**src/rtl/core/byss_pkg.sv**
```systemverilog
`timescale 1ns / 1ps

package byss_pkg;

    localparam int RATE_W  = 48;
    localparam int CNT_W   = 20;
    localparam int TOL_W   = 25;
    localparam int STEP_W  = 41;
    localparam int PRICE_W = 48;
    localparam int CFG_IDX_W  = 2;
    localparam int CFG_DATA_W = 41;

    localparam logic [CFG_IDX_W-1:0] CFG_TOL   = 2'd0;
    localparam logic [CFG_IDX_W-1:0] CFG_LIMIT = 2'd1;
    localparam logic [CFG_IDX_W-1:0] CFG_STEP  = 2'd2;

    localparam logic [TOL_W-1:0]  TOL_RESET   = 25'd1;
    localparam logic [CNT_W-1:0]  LIMIT_RESET = 20'd1000000;
    localparam logic [STEP_W-1:0] STEP_RESET  = 41'd54975581389;

    typedef struct packed {
        logic [31:0]        coupon_rate;
        logic [7:0]         periods;
        logic [PRICE_W-1:0] face_value;
        logic [PRICE_W-1:0] target_price;
    } t_in_item;

    typedef struct packed {
        logic signed [RATE_W-1:0] yield_rate;
        logic [CNT_W-1:0]         iterations_used;
        logic                     failed;
    } t_out_item;

    typedef enum logic [4:0] {
        OP_NONE,
        OP_LOAD,
        OP_MUL_CPN,
        OP_SET_CPN,
        OP_DIV_Q,
        OP_SET_Q,
        OP_Q_ZERO,
        OP_SET_NUM,
        OP_DIV_G,
        OP_SET_G,
        OP_G_ZERO,
        OP_LIMIT_FAIL,
        OP_RATE_FAIL,
        OP_DIV_D,
        OP_SET_D,
        OP_MUL_H,
        OP_SET_H,
        OP_UPDATE,
        OP_OUT
    } t_op;

    typedef struct packed {
        logic mul_done;
        logic div_done;
        logic n_zero;
        logic sum_zero;
        logic limit_hit;
        logic rate_bad;
        logic period_last;
        logic in_tol;
    } t_sts;

endpackage

```
**src/rtl/core/byss_ctrl.sv**
```systemverilog
`timescale 1ns / 1ps

module byss_ctrl (
    input  logic            i_clk,
    input  logic            i_rst_n,
    input  logic            i_in_valid,
    output logic            o_in_ready,
    output logic            o_out_valid,
    input  logic            i_out_ready,
    input  byss_pkg::t_sts  i_sts,
    output byss_pkg::t_op   o_op
);

    typedef enum logic [3:0] {
        S_IDLE,
        S_CPN_START,
        S_CPN_WAIT,
        S_Q_START,
        S_Q_WAIT,
        S_NUM,
        S_G_START,
        S_G_WAIT,
        S_CHECK,
        S_D_WAIT,
        S_P_CHECK,
        S_H_WAIT,
        S_FINISH
    } t_state;

    t_state        r_state;
    t_state        n_state;
    logic          r_out_valid;
    logic          n_out_valid;
    byss_pkg::t_op op;

    always_comb begin
        n_state     = r_state;
        op          = byss_pkg::OP_NONE;
        n_out_valid = r_out_valid && !i_out_ready;
        unique case (r_state)
            S_IDLE: begin
                if (i_in_valid) begin
                    op      = byss_pkg::OP_LOAD;
                    n_state = S_CPN_START;
                end
            end
            S_CPN_START: begin
                op      = byss_pkg::OP_MUL_CPN;
                n_state = S_CPN_WAIT;
            end
            S_CPN_WAIT: begin
                if (i_sts.mul_done) begin
                    op      = byss_pkg::OP_SET_CPN;
                    n_state = S_Q_START;
                end
            end
            S_Q_START: begin
                if (i_sts.n_zero) begin
                    op      = byss_pkg::OP_Q_ZERO;
                    n_state = S_NUM;
                end else begin
                    op      = byss_pkg::OP_DIV_Q;
                    n_state = S_Q_WAIT;
                end
            end
            S_Q_WAIT: begin
                if (i_sts.div_done) begin
                    op      = byss_pkg::OP_SET_Q;
                    n_state = S_NUM;
                end
            end
            S_NUM: begin
                op      = byss_pkg::OP_SET_NUM;
                n_state = S_G_START;
            end
            S_G_START: begin
                if (i_sts.sum_zero) begin
                    op      = byss_pkg::OP_G_ZERO;
                    n_state = S_CHECK;
                end else begin
                    op      = byss_pkg::OP_DIV_G;
                    n_state = S_G_WAIT;
                end
            end
            S_G_WAIT: begin
                if (i_sts.div_done) begin
                    op      = byss_pkg::OP_SET_G;
                    n_state = S_CHECK;
                end
            end
            S_CHECK: begin
                if (i_sts.limit_hit) begin
                    op      = byss_pkg::OP_LIMIT_FAIL;
                    n_state = S_FINISH;
                end else if (i_sts.rate_bad) begin
                    op      = byss_pkg::OP_RATE_FAIL;
                    n_state = S_FINISH;
                end else begin
                    op      = byss_pkg::OP_DIV_D;
                    n_state = S_D_WAIT;
                end
            end
            S_D_WAIT: begin
                if (i_sts.div_done) begin
                    op      = byss_pkg::OP_SET_D;
                    n_state = S_P_CHECK;
                end
            end
            S_P_CHECK: begin
                if (!i_sts.period_last) begin
                    op      = byss_pkg::OP_MUL_H;
                    n_state = S_H_WAIT;
                end else if (i_sts.in_tol) begin
                    n_state = S_FINISH;
                end else begin
                    op      = byss_pkg::OP_UPDATE;
                    n_state = S_CHECK;
                end
            end
            S_H_WAIT: begin
                if (i_sts.mul_done) begin
                    op      = byss_pkg::OP_SET_H;
                    n_state = S_P_CHECK;
                end
            end
            S_FINISH: begin
                if (!r_out_valid || i_out_ready) begin
                    op          = byss_pkg::OP_OUT;
                    n_out_valid = 1'b1;
                    n_state     = S_IDLE;
                end
            end
            default: begin
                n_state = S_IDLE;
            end
        endcase
    end

    always_ff @(posedge i_clk) begin
        if (!i_rst_n) begin
            r_state     <= S_IDLE;
            r_out_valid <= 1'b0;
        end else begin
            r_state     <= n_state;
            r_out_valid <= n_out_valid;
        end
    end

    assign o_in_ready  = (r_state == S_IDLE);
    assign o_out_valid = r_out_valid;
    assign o_op        = op;

endmodule

```
**config.mk**
```make
export PLATFORM = sky130hd
export DESIGN_NAME = byss_ctrl
export DESIGN_NICKNAME = d
export VERILOG_FILES = /design/src/rtl/core/byss_pkg.sv /design/src/rtl/core/byss_ctrl.sv
export SDC_FILE = /design/constraint.sdc
export NUM_CORES = 1
export LEC_CHECK = 0
export BUFFER_PORTS_ARGS = -buffer_cell sky130_fd_sc_hd__buf_2
export CORE_MARGIN = 2
export CORE_UTILIZATION = 50
export CTS_CLUSTER_SIZE = 20
export DETAILED_ROUTE_END_ITERATION = 8
export PLACE_DENSITY_LB_ADDON = 0.08
export SYNTH_ARGS = -nofsm -noshare
export SYNTH_HDL_FRONTEND = slang
export SYNTH_SLANG_ARGS = --single-unit
export TNS_END_PERCENT = 20
```
**constraint.sdc**
```tcl
create_clock -name i_clk -period 1.7 [get_ports i_clk]
set_input_delay 0.34 -clock i_clk [delete_from_list [all_inputs] [get_ports i_clk]]
set_output_delay 0.34 -clock i_clk [all_outputs]
set_load 0.02 [all_outputs]
```
==> qor.yml <==
fillCellCount: 90
skew_ps: 6.94
ys.warnings.count: 0
placed_cell_area_um2: 890
synth.area.top_cells: "dfxtp_1 15%, o21ai_0 8.0%, a21oi_1 6.5%"
fin_ws_ps: -145
die_x_um: 41.1
synth_edf_count: 0
slew_headroom: 0.791
synthTopCellsByCount: "11 x nor2_1, 11 x o21ai_0, 9 x a21oi_1, 9 x nand2_1"
initial_core_util: 0.530
htreeDepth: 1
hold_class: "input pin to flip-flop"
cts_buffers: 3
drv_cap: 0
status: "finished with violations"
synthCells: 105
synth-seq-cells: 5
grt_pass1_vias: 799
track_usage: 0.293
endpoint_kind: "output pin"
async_flop_share: 0
grt_max_degree: 16
clk_path_buf_depth: 2
design_area_mm2: 0.00106
critPathMaxFanout: 4
worstHoldEndpoint: "o_out_valid$_SDFF_PN0_"
hp-start: "i_rst_n"
clock_latency_ps: 240
dieHeight_um: 41.1
io_pins: 19
gp_congestion: 0.779
reg2reg_to: "r_state[1]$_SDFFE_PN0P_"
period_minus_slack_ps: 1840
hold_viol_final: 0
clkSlewWorstSetupHoldPaths_ps: 50
drcViolationCount: 0
wl_per_cell_um: 14.6
yosys_most_used_dff: "dfxtp_1"
grt_pass1_wl_um: 3270
antenna_found_initial: 0
drive_above_1_share: 0.479
routed_via_density: 5.89
area_growth_pct: 54.4
post-synth-top-area-cell: "dfxtp_1"
cts_tree: "built"
root_buffer: "clkbuf_4"
final_util: 0.818
synth_cell_types: 40
use_met3: 0.130
violations: "setup timing"
num_vias: 913
crit_arrival_ps: 1500
holdPathStages: 2
syn_avg_cell_area_um2: 6.57
total_power_uw: 1450
ys_seq_area_frac: 0.145
rsz0062_at_grt: "yes"
post-place-ws_ps: -83.5
fp-row-count: 13
grt.busiest_layer: "met2"
synth_area_um2: 689
post-route-period-util: 1.09
critical_path_required_ps: 1360
tns_ps: -453
powerDensity_mw_per_mm2: 1360
die-area_mm2: 0.00169
p_leak_uw: 0.000481
ir_worst_vdd_uv: 924
syn_nets: 117
met1_usage: 0.277
setup_viol: 4
startpoint_type: "flip-flop"
diodes: 0
fmax_ghz: 0.542
routed_wl_um: 2270
synth_top_cell_area_share: 0.145
ff2ff_path_depth: 6
final_nets: 153
hpwlAfterDp_um: 1500
critical_path_class: "flip-flop to output pin"
firstDrtPassIters: 4
numPortBuffers: 18
multiInputGateArea_um2: 602
grt_overflow: 0
ant_nets: 0
core_mm2: 0.00130
finalMaxSlewViolations: 0
rrSetupSlack_ps: 60
r2r_start: "r_state[0]$_SDFFE_PN0P_"
cts.sinks: 5
area.sequential_um2: 113
worst-slew-pin-transition_ps: 310
use_met2: 0.504
drt_iter0_drc: 19
-- sequential cells by signal (all words and copies together), names as in the netlist --
register and flops:
r_state 4, o_out_valid 1
-- worst max path at each step --
stage | startpoint | endpoint | slack (ps)
final | r_state[3]$_SDFFE_PN0P_ | o_op[2] | -140
after global routing | r_state[3]$_SDFFE_PN0P_ | o_op[2] | -250
after CTS | r_state[0]$_SDFFE_PN0P_ | o_op[4] | -100
after detailed placement | i_sts[1] | o_op[4] | -80
after global placement | i_sts[7] | o_op[1] | -60
after floorplan | r_state[1]$_SDFFE_PN0P_ | o_op[4] | -30
-- worst max-delay path, cell delays in order, from the launching register on --
cell,delay (ps)
dfxtp_2,340
buf_4,160
or2b_1,260
o22ai_1,180
mux2i_1,110
o21ai_1,80
buf_4,150
-- area by class of cell --
class,count,share of cell area
Multi-Input combinational cell,87,0.565
Timing Repair Buffer,40,0.273
Sequential cell,5,0.106
Clock buffer,4,0.0247
Tap cell,15,0.0176
Inverter,4,0.0141
-- layout by cell type (no fill, tap or decap), types with 3 or more instances in the layout --
master	count
buf_4	21
buf_2	13
nand2_1	8
nor2_1	8
a21oi_1	6
buf_6	6
o21ai_1	5
o21ai_0	5
nor3_1	4
a21oi_2	3
nand2b_1	3
inv_1	3
nor2b_1	3
clkbuf_4	3
dfxtp_4	3
-- cells by family (layout without fill, tap and decap cells) --
group,Yosys count,after routing,share of synthesized area
flip-flops,5,5,0.145
multiplexers,2,2,0.0309
AND/OR/NAND/NOR,45,45,0.347
AO/OA/AOI/OAI,40,40,0.387
buffers and inverters,13,48,0.0907
-- layer usage --
| layer | vias up | wire length [um] |
|---|---|---|
| met3 | 6 | 133 |
| met4 | 0 | 42 |
| met1 | 415 | 938 |
| li1 | 454 | - |
| met2 | 38 | 1150 |
| met5 | - | 0 |
-- power by group --
part	switching (uW)	leakage (uW)	internal, uW	total [uW]
clock	45.5	0.0000150	88.5	134
combinational	539	0.000422	551	1090
sequential	62.3	0.0000433	159	221
-- what timing repair did --
action,CTS,global route
setup buffers,3,1
pin swaps,7,7
endpoints found under the setup margin,7,8
hold buffers,0,0
gates resized for setup,32,11
-- stage by stage --
stage | hold WS, ps | instances
after floorplan | 458 | 105
after global placement | 629 | 147
after detailed placement | 633 | 147
after CTS | 380 | 154
after global routing | 374 | 155
final | 383 | 155
Power figures use the tool's default switching activity.
